`src/rkc_pkg.sv`:
```
// Shared types and constants for the 3x3 RGB convolution block.
package rkc_pkg;

  // Defaults for the top-level parameters
  localparam int MAX_WIDTH_DEF        = 1024;
  localparam int WEIGHT_FRAC_BITS_DEF = 8;

  // Register field widths
  localparam int WIDTH_REG_W  = 11;
  localparam int HEIGHT_REG_W = 16;
  localparam int WROW_W       = 48;
  localparam int WEIGHT_W     = 16;
  localparam int CFG_DATA_W   = 64;
  localparam int CFG_ADDR_W   = 6;
  localparam int CFG_IDX_W    = 3;

  // Register reset values
  localparam logic [WIDTH_REG_W-1:0]  WIDTH_RST  = 11'd1024;
  localparam logic [HEIGHT_REG_W-1:0] HEIGHT_RST = 16'd768;
  localparam logic [WROW_W-1:0]       WTOP_RST   = 48'h0000_0000_0000;
  localparam logic [WROW_W-1:0]       WMID_RST   = 48'h0000_0100_0000;
  localparam logic [WROW_W-1:0]       WBOT_RST   = 48'h0000_0000_0000;

  // Register indexes
  typedef enum logic [CFG_IDX_W-1:0] {
    REG_IMAGE_WIDTH  = 3'd0,
    REG_IMAGE_HEIGHT = 3'd1,
    REG_WEIGHTS_TOP  = 3'd2,
    REG_WEIGHTS_MID  = 3'd3,
    REG_WEIGHTS_BOT  = 3'd4
  } reg_idx_t;

  // Output queue depth
  localparam int FIFO_DEPTH = 8;

  typedef logic [2:0][WROW_W-1:0] weights_t;

  typedef struct packed {
    logic [7:0] red;
    logic [7:0] green;
    logic [7:0] blue;
  } pixel_t;

  // Line store entry: pixel one row up on top, two rows up below
  typedef struct packed {
    pixel_t up1;
    pixel_t up2;
  } line_entry_t;

  typedef pixel_t [2:0][2:0] window_t;

  // Tag that rides along with a window into the arithmetic pipeline
  typedef struct packed {
    logic valid;
    logic frame_end;
  } win_ctl_t;

  typedef struct packed {
    logic [7:0] red;
    logic [7:0] green;
    logic [7:0] blue;
    logic       frame_end;
  } result_t;

endpackage

```
`src/rkc_out_fifo.sv`:
```
// Output queue that absorbs results while the downstream side stalls.
module rkc_out_fifo
  import rkc_pkg::*;
(
  input  logic    clk,
  input  logic    rst,
  input  logic    push,
  input  result_t push_data,
  input  logic    pop,
  output logic    not_empty,
  output result_t head
);

  localparam int PTR_W = $clog2(FIFO_DEPTH);
  localparam int CNT_W = $clog2(FIFO_DEPTH + 1);

  result_t          entries [FIFO_DEPTH];
  logic [PTR_W-1:0] wr_ptr;
  logic [PTR_W-1:0] rd_ptr;
  logic [CNT_W-1:0] count;

  assign not_empty = count != '0;
  assign head      = entries[rd_ptr];

  // Store incoming results
  always_ff @(posedge clk) begin
    if (push) begin
      entries[wr_ptr] <= push_data;
    end
  end

  // Advance pointers and occupancy
  always_ff @(posedge clk) begin
    if (rst) begin
      wr_ptr <= '0;
      rd_ptr <= '0;
      count  <= '0;
    end else begin
      if (push) begin
        wr_ptr <= (wr_ptr == PTR_W'(FIFO_DEPTH - 1)) ? '0 : wr_ptr + PTR_W'(1);
      end
      if (pop) begin
        rd_ptr <= (rd_ptr == PTR_W'(FIFO_DEPTH - 1)) ? '0 : rd_ptr + PTR_W'(1);
      end
      count <= count + CNT_W'(push) - CNT_W'(pop);
    end
  end

endmodule

```
`config.mk`:
```
export PLATFORM = sky130hd
export DESIGN_NAME = rkc_out_fifo
export DESIGN_NICKNAME = d
export VERILOG_FILES = /design/src/rkc_pkg.sv /design/src/rkc_out_fifo.sv
export SDC_FILE = /design/constraint.sdc
export NUM_CORES = 1
export LEC_CHECK = 0
export BUFFER_PORTS_ARGS = -buffer_cell sky130_fd_sc_hd__buf_4
export CAP_MARGIN = 40
export CORE_MARGIN = 2
export CORE_UTILIZATION = 54
export DETAILED_ROUTE_END_ITERATION = 12
export PLACE_DENSITY = 0.75
export SETUP_SLACK_MARGIN = 0.15
export SLEW_MARGIN = 20
export SYNTH_ARGS = -nofsm -noshare
export SYNTH_HDL_FRONTEND = slang
export SYNTH_SLANG_ARGS = --single-unit
```
`constraint.sdc`:
```
create_clock -name clk -period 2.45 [get_ports clk]
set_input_delay 0.3675 -clock clk [delete_from_list [all_inputs] [get_ports clk]]
set_output_delay 0.3675 -clock clk [all_outputs]
set_load 0.02 [all_outputs]
```
==> results of run 1 <==
-- power groups by stage --
stage / Sequential, mW / Clock (mW) / Combinational, mW
detailed placement: 4.18 / 0 / 0.699
finish: 4.11 / 3.06 / 0.836
global placement: 4.18 / 0 / 0.668
global route: 4.11 / 3.25 / 0.905
floorplan: 4.17 / 0 / 0.434
CTS: 4.11 / 3.10 / 0.830
-- flip-flops by register name, indices dropped and copies added, names as in the netlist, named ones only --
register	count
entries	200
wr_ptr	3
count	4
rd_ptr	3
-- layer usage --
metal | wire length (µm) | up-vias | GRT usage (%)
met4 | 243 | 0 | 4.65
met5 | 0 | - | 0
met1 | 6490 | 1925 | 29.5
li1 | - | 1669 | -
met3 | 1200 | 24 | 3.17
met2 | 8250 | 162 | 34.0
-- worst min-delay path by stage --
stage                                 to  slack, ps  depth (start not counted)
after floorplan                flip-flop        460                          2
after global placement         flip-flop        490                          2
after detailed placement       flip-flop        500                          2
after CTS                 entries[4][23]        100                          1
after global routing      entries[7][23]        110                          1
final                     entries[7][23]        110                          1
-- area by class of cell --
cell class                      count  area [µm²]
Sequential cell                   213        6270
Inverter                            7        26.3
Multi-Input combinational cell    125        1860
Clock buffer                       23         533
Timing Repair Buffer               81         920
Fill cell                         968        5180
Clock inverter                     14         123
Tap cell                          188         235
-- cells in the mapped netlist --
library cell	instances	share of area, %
a21oi_1	5	0.30
a31o_2	1	0.10
buf_1	7	0.31
buf_6	6	0.81
clkbuf_1	3	0.13
dfxtp_1	13	3.1
edfxtp_1	200	72
fa_1	1	0.24
ha_1	9	1.3
inv_1	7	0.31
mux2_2	25	3.4
mux2i_1	2	0.24
mux4_1	50	16
nand2_1	3	0.13
nand2b_1	6	0.45
nand3_1	2	0.12
nand3b_1	2	0.18
nor2_1	11	0.49
nor2b_1	3	0.22
nor3_1	2	0.12
nor3b_1	1	0.090
o21ai_0	1	0.060
xnor2_1	1	0.10
-- cells by family (layout without fill, tap and decap cells) --
group	Yosys count	count (layout)	synth area share (%)
buffers and inverters	23	125	1.57
and+or+nand+nor	30	30	1.81
adders and majority gates	10	10	1.59
muxes	77	77	19.4
xor gates and xnor gates	1	1	0.105
AOI/OAI and AO/OA	7	7	0.465
DFF	213	213	75.1
-- layout by cell type (no fill, tap or decap), types with 2 or more instances in the layout --
master / Yosys / layout
buf_12: 0 / 10
edfxtp_1: 200 / 200
nor2b_1: 3 / 3
clkinv_2: 0 / 7
a21oi_1: 5 / 5
buf_6: 6 / 23
dfxtp_1: 13 / 11
clkinv_1: 0 / 3
nor2_2: 0 / 6
ha_1: 9 / 9
buf_4: 0 / 43
nand3b_1: 2 / 2
mux2i_1: 2 / 2
mux4_2: 0 / 47
nand3_1: 2 / 2
nand2b_1: 6 / 6
nor2_1: 11 / 5
nand2_1: 3 / 3
clkbuf_1: 3 / 2
inv_1: 7 / 7
nor3_4: 0 / 2
bufinv_16: 0 / 2
mux2_4: 0 / 13
mux4_1: 50 / 3
buf_16: 0 / 5
clkbuf_16: 0 / 21
mux2_2: 25 / 12
-- timing repair --
action,4_1_cts,5_1_grt
gates cloned,5,0
setup buffers,6,1
setup endpoints to repair,25,25
gates resized for setup,75,17
pin swaps,0,0
==> reports/results.ini, run 1 <==
[power]
power.internal_mw = 6.30
pwr-share-clk_pct = 38.2
ir_drop_v = 0.000567
p_seq_share_pct = 51.3
power_density_nw_per_um2 = 803
power_switching_mw = 1.71
cellLeakagePower_nw = 3.33
p_comb_share_pct = 10.4
p_total_mw = 8.01
p_sw_share_pct = 21.3

[timing]
hold_viol = 0
holdWs_ps = 113
timing.final.ws_setup_ps = -97.2
fin_tns_setup_ps = -1260
rsz0062_at_grt = true
tightest_slew_ps = 523
period_share_pct = 104
post-route-min-period_ps = 2550
slew_violations = 0
setup_viol = 20
fin_skew_ps = 7.77
relSlewSlack_pct = 65.0
fmax_mhz = 393

[cts]
cts_made_buffers = 21
worstSkewPairLatency_ps = 480
clock_path_buffers = 3
cts.sinks = 213
cts.htree.levels = 1
ctsHoldBuffers = 0
clk_pin_slew_ps = 60
cts_tree = yes
cts_root_buf = clkbuf_16

[setup_path]
cp_slowest_cell = mux4_1
r2r_start = wr_ptr[2]
cp-start-kind = flip-flop
critPathKind = reg -> out
r2r_cells = 3
path_cells = buf_12 -> buf_12 -> buf_16 -> mux4_1 -> mux2_2 -> buf_6
crit_fanout = 5
crit_arrival_ps = 2180
cpMostUsedCell = buf_12
crit_end = head[15]
path_delay_family = multiplexers
crit_path_end_kind = output pin
crit_cells = 6
slowest_delay_ps = 530
required_ps = 2080
rrSetupSlack_ps = 830
rr_endpoint = entries[5][10]
path_buf_inv = 4

[route]
drt.antenna.violating_nets = 0
num_vias = 3780
drt_iter0_drc = 414
drc = 0
routed_via_density = 5.81
routed_wl_um = 16200
avgRoutedWirePerCell_um = 24.9
dr.pass1.iters = 4

[finish]
final_util_pct = 65.8
layout-drive-gt1-share_pct = 42.3
antennaDiodeCount = 0
final_nets = 488
fin_cells = 651
fin_area_um2 = 9960
syn_to_final_growth_pct = 19.4

[grt]
grt_util_all_layers_pct = 20.5
antenna_found_initial = 0
gr-total-overflow = 0
grt_pass1_vias = 4063
grt_pass1_wl_um = 24700
grt_max_degree = 51

[worst_hold_path]
min-delay-start = push_data[23]
hp-class = in -> reg

[placement]
dpl_cell_area_um2 = 9090
place_congestion = 0.684
dp_hpwl_um = 8390
pre_cts_ws_ps = 323
dp_cells = 602
port_buffers = 54

[floorplan]
core_area_um2 = 15100
die_h_um = 128
die_width_um = 128
rows = 45
start_util_pct = 55.1
fp.dieArea_um2 = 16500
pin_count = 55

[run_status]
violations = setup timing
outcome = complete, but fails checks

[flow_run]
maxCapViolCount = 0

[synthesis]
ys_seq_area_share_pct = 75.1
synth_nets = 400
yosysWarnings = 0
synth_area_per_cell_um2 = 23.1
syn_inst = 361
ys_types = 23
netlist_area_um2 = 8340
ys_ff_latch = 213

Power figures use the tool's default switching activity.
==> run 2, diff against run 1 <==
--- a/config.mk
+++ b/config.mk
@@ -5,12 +5,13 @@
 export SDC_FILE = /design/constraint.sdc
 export NUM_CORES = 1
 export LEC_CHECK = 0
+export ABC_AREA = 1
 export BUFFER_PORTS_ARGS = -buffer_cell sky130_fd_sc_hd__buf_4
 export CAP_MARGIN = 40
 export CORE_MARGIN = 2
-export CORE_UTILIZATION = 54
+export CORE_UTILIZATION = 55
 export DETAILED_ROUTE_END_ITERATION = 12
-export PLACE_DENSITY = 0.75
+export PLACE_DENSITY = 0.76
 export SETUP_SLACK_MARGIN = 0.15
 export SLEW_MARGIN = 20
 export SYNTH_ARGS = -nofsm -noshare
==> reports/results.ini, run 2 <==
[run_status]
outcome = finished clean

[cts]
clk_pin_slew_ps = 60
cts_tree = yes
worstSkewPairLatency_ps = 490
cts_setup_buffers = 0
cts.sinks = 213
ctsHoldBuffers = 0
clock_path_buffers = 3
cts_root_buf = clkbuf_16
cts_made_buffers = 21
cts.htree.levels = 1

[timing]
hold_viol = 0
fmax_mhz = 443
rsz0062_at_grt = true
setup_viol = 0
fin_tns_setup_ps = 0
relSlewSlack_pct = 64.8
fin_skew_ps = 9.57
slew_violations = 0
tightest_slew_ps = 528
post-route-min-period_ps = 2260
period_share_pct = 92.2

[route]
num_vias = 6270
dr.pass1.iters = 4
avgRoutedWirePerCell_um = 15.8
routed_wl_um = 19600
routed_via_density = 5.05
drt.antenna.violating_nets = 0
drt_iter0_drc = 520
drc = 0

[grt]
grt_pass1_vias = 6203
gr-total-overflow = 0
grt_max_degree = 101
antenna_found_initial = 0
grt_pass1_wl_um = 30900
grt_util_all_layers_pct = 22.0

[finish]
final_common_cell = nand2_1
reg.largest.list = entries: 200 flops, count: 4 flops
nFillCells = 1267
multiInputGateArea_um2 = 2060
antennaDiodeCount = 0
area.sequential_um2 = 6270
syn_to_final_growth_pct = 14.3
largest_register_ffs = 200
largest_register = entries
most-common-layout-cells = nand2_1, inv_1, edfxtp_1
final_nets = 1047
layout-drive-gt1-share_pct = 11.3
final_util_pct = 64.4

[floorplan]
die_width_um = 135
rows = 47
start_util_pct = 56.3
pin_count = 55
die_h_um = 135
core_area_um2 = 16600
fp.dieArea_um2 = 18100

[synthesis]
ys_seq_area_share_pct = 66.9
ys_top_cells_by_count = nand2_1, inv_1, edfxtp_1
yosys.cell_count.top_type = nand2_1
ys.flop_type = edfxtp_1
ys_ff_latch = 213
synth_edf_count = 200
async_flop_share_pct = 0
synth_area_per_cell_um2 = 9.88
synth_area_leader_cell = edfxtp_1
netlist_area_um2 = 9370
yosysWarnings = 0
synth_area_leaders = edfxtp_1, nand2_1, inv_1, nand3_1, dfxtp_1
syn_inst = 948
yosysTopAreaCellShare_pct = 64.1
ys_types = 18
synth_nets = 987

[power]
pwr-share-clk_pct = 36.2
power_switching_mw = 1.97
ir_drop_v = 0.000634
p_comb_share_pct = 12.9
cellLeakagePower_nw = 4.97
p_total_mw = 8.13
p_sw_share_pct = 24.3
power.internal_mw = 6.16
power_density_nw_per_um2 = 759
p_seq_share_pct = 50.9

[worst_hold_path]
min-delay-start = rst
min_to = count[1]
hp-class = in -> reg
whs_path_depth = 2

[placement]
port_buffers = 54
place_congestion = 0.784
dp_hpwl_um = 10500

[setup_path]
crit_arrival_ps = 1890
crit_fanout = 34
rrSetupSlack_ps = 880
r2r_start = count[0]
crit_path_end_kind = output pin
required_ps = 2080
rr_endpoint = count[2]
r2r_cells = 7
critPathKind = reg -> out
cp-start-kind = flip-flop

[flow_run]
maxCapViolCount = 0

-- run 2: repair_timing --
item	CTS	global route
resized for setup	2	1
pin swaps	0	0
endpoints found under the setup margin	2	5
cloned	0	1
-- run 2: power by group through the flow --
stage / sequential, mW / clock (mW) / combinational [mW]
floorplan: 4.20 / 0 / 0.662
global placement: 4.21 / 0 / 1.00
detailed placement: 4.21 / 0 / 1.03
CTS: 4.13 / 2.96 / 1.04
global route: 4.15 / 3.11 / 1.17
finish: 4.14 / 2.94 / 1.05
-- run 2: final cells by class --
| class | instances | share of cell area [%] |
|---|---|---|
| multi-input combinational | 479 | 19.3 |
| inverter | 219 | 7.70 |
| tap | 220 | 2.57 |
| clock buffer | 27 | 5.12 |
| sequential | 213 | 58.5 |
| clock inverter | 9 | 0.631 |
| timing repair buffer | 74 | 6.19 |
-- run 2: cells by family (layout without fill, tap and decap cells) --
logic type,Yosys count,count (layout),share of synthesized area (%)
DFF,213,213,66.9
adders and majority gates,10,10,1.42
buffers and inverters,256,329,11.3
AOI/OAI and AO/OA,9,9,0.507
and+or+nand+nor,459,459,19.8
xor gates and xnor gates,1,1,0.0935
-- run 2: metal layers --
| metal | global-route usage, % | part of all wire [%] | up-vias |
|---|---|---|---|
| met5 | 0 | 0 | - |
| met2 | 37.9 | 49 | 230 |
| met1 | 28.6 | 41 | 2935 |
| met3 | 3.27 | 7.8 | 53 |
| li1 | - | - | 3052 |
| met4 | 7.89 | 2.6 | 0 |
-- run 2: stage by stage --
stage	instance area, µm²	hold slack [ps]	setup slack (ps)	instances
after floorplan	9370	437	483	948
after global placement	10100	478	708	1204
after detailed placement	10100	490	683	1204
after CTS	10700	96.5	156	1240
after global routing	10700	97.0	106	1241
final	10700	99.6	191	1241
-- run 2: worst max-delay path, stage by stage (launching register included) --
cell,delay [ps]
dfxtp_4,380
inv_4,180
buf_12,230
nand2_1,90
nand3_1,90
nand2_1,80
nand2_1,70
nand2_1,100
buf_4,170
-- run 2: worst max path at each step --
stage	start	endpoint	slack, ps	cells past startpoint
finish	flip-flop	head[3]	190	8
global route	flip-flop	head[16]	110	8
CTS	flip-flop	head[3]	160	7
detailed placement	flip-flop	head[9]	680	8
global placement	flip-flop	head[24]	710	8
floorplan	push	entries[1][0]	480	2
==> run 3, diff against run 2 <==
==> constraint.sdc (replaced) <==
create_clock -name clk -period 2.45 [get_ports clk]
set_input_delay 0.49 -clock clk [delete_from_list [all_inputs] [get_ports clk]]
set_output_delay 0.49 -clock clk [all_outputs]
set_load 0.02 [all_outputs]
==> reports/results.ini, run 3 (synthesis gave the netlist of run 2 again) <==
[flow_run]
maxCapViolCount = 0

[setup_path]
required_ps = 1960
path_delay_family = buffers and inverters
crit_fanout = 25
r2r_start = wr_ptr[0]
critPathKind = reg -> out
r2r_cells = 3
rr_endpoint = entries[7][18]
crit_arrival_ps = 1780
cp_slowest_cell = dfxtp_4
path_cells = buf_12 -> clkbuf_16 -> nand2_1 -> nand3_1 -> nand2_1 -> nand2_1 -> nand2_1 -> buf_4
path_buf_inv = 3
slowest_delay_ps = 420
rrSetupSlack_ps = 860
cpMostUsedCell = nand2_1
cp-start-kind = flip-flop
crit_path_end_kind = output pin

[timing]
fmax_mhz = 441
slew_violations = 0
fin_skew_ps = 13.1
hold_viol = 0
rsz0062_at_grt = true
setup_viol = 0
period_share_pct = 92.5
tightest_slew_ps = 471
fin_tns_setup_ps = 0
relSlewSlack_pct = 68.6
post-route-min-period_ps = 2270

[placement]
place_congestion = 0.798
port_buffers = 54
dp_hpwl_um = 10500

[route]
dr.pass1.iters = 5
routed_via_density = 5.04
drt.antenna.violating_nets = 0
avgRoutedWirePerCell_um = 16.5
num_vias = 6346
drt_iter0_drc = 607
drc = 0
routed_wl_um = 20700

[grt]
grt_pass1_wl_um = 30400
gr-total-overflow = 0
grt_util_all_layers_pct = 21.9
grt_max_degree = 51
grt_pass1_vias = 5963
antenna_found_initial = 0

[finish]
reg.largest.list = entries: 200 flops, count: 4 flops
final_nets = 1064
nFillCells = 1163
final_util_pct = 66.2
multiInputGateArea_um2 = 2070
final_common_cell = nand2_1
syn_to_final_growth_pct = 17.5
largest_register_ffs = 200
largest_register = entries
layout-drive-gt1-share_pct = 13.1
area.sequential_um2 = 6270
antennaDiodeCount = 0
most-common-layout-cells = nand2_1, inv_1, edfxtp_1

[cts]
cts_made_buffers = 21
worstSkewPairLatency_ps = 490
clock_path_buffers = 3
clk_pin_slew_ps = 60
cts.htree.levels = 1
cts.sinks = 213
cts_tree = yes
cts_root_buf = clkbuf_16

[worst_hold_path]
hp-class = in -> reg
whs_path_depth = 2
min-delay-start = rst
min_to = count[1]

[floorplan]
core_area_um2 = 16600
pin_count = 55
die_width_um = 135
rows = 47
start_util_pct = 56.3
die_h_um = 135
fp.dieArea_um2 = 18100

[power]
ir_drop_v = 0.000652
cellLeakagePower_nw = 5.12
power_density_nw_per_um2 = 757

[run_status]
outcome = finished clean

run 3: changes by cell type in the layout (fill, tap and decap cells not counted), sizes merged:
cell      before  now
buf           73   84
clkbuf        28   32
clkinvlp       0    2
inv          219  221
clkinv         8    7
run 3: metrics by stage:
step | instances | power (mW) | area (µm²) | setup slack [ps] | hold slack [ps]
after global routing | 1259 | 8.64 | 11000 | 121 | 214
after floorplan | 948 | 4.87 | 9370 | 361 | 454
after detailed placement | 1207 | 5.24 | 10100 | 561 | 482
after CTS | 1246 | 8.29 | 10800 | 146 | 208
after global placement | 1207 | 5.21 | 10100 | 594 | 477
final | 1259 | 8.33 | 11000 | 185 | 216
run 3: worst reg2reg max path, delay by kind of cell, from the launching register on:
family | cells | cell delay [ps]
flip-flops | 1 | 360
buffers and inverters | 1 | 330
AND/OR/NAND/NOR | 2 | 590
run 3: metal layers:
layer | wire length [µm] | vias to the layer above | global-route usage, % | part of all wire, %
met1 | 8330 | 2950 | 29.1 | 40
met5 | 0 | - | 0 | 0
met3 | 1760 | 38 | 3.75 | 8.5
met2 | 10200 | 261 | 37.2 | 49
met4 | 471 | 0 | 6.90 | 2.3
li1 | - | 3097 | - | -
run 3: area by class of cell:
type / count / share of cell area, %
Inverter: 219 / 7.58
Timing Repair Buffer: 89 / 8.10
Timing Repair inverter: 2 / 0.159
Tap cell: 220 / 2.50
Multi-Input combinational cell: 479 / 18.8
Clock buffer: 27 / 5.16
Clock inverter: 10 / 0.773
Sequential cell: 213 / 57.0
run 3: worst max-delay path by stage:
stage	from	to	slack (ps)	depth (start not counted)
4_1_cts	flip-flop	head[9]	150	7
3_3_place_gp	flip-flop	head[3]	590	8
6_report	flip-flop	head[5]	180	8
2_1_floorplan	push	entries[1][0]	360	2
5_1_grt	flip-flop	head[8]	120	8
3_5_place_dp	flip-flop	head[24]	560	8
run 3: report_power, final:
group | switching [mW] | internal (mW)
registers | 0.0363 | 4.10
logic | 0.705 | 0.435
clock network | 1.30 | 1.75
run 3: what timing repair did:
action	CTS	global route
endpoints found under the hold margin	0	0
pin swaps	0	1
setup endpoints to repair	23	23
gates resized for setup	5	8
cloned	2	8
hold buffers	0	0
buffers inserted	0	5
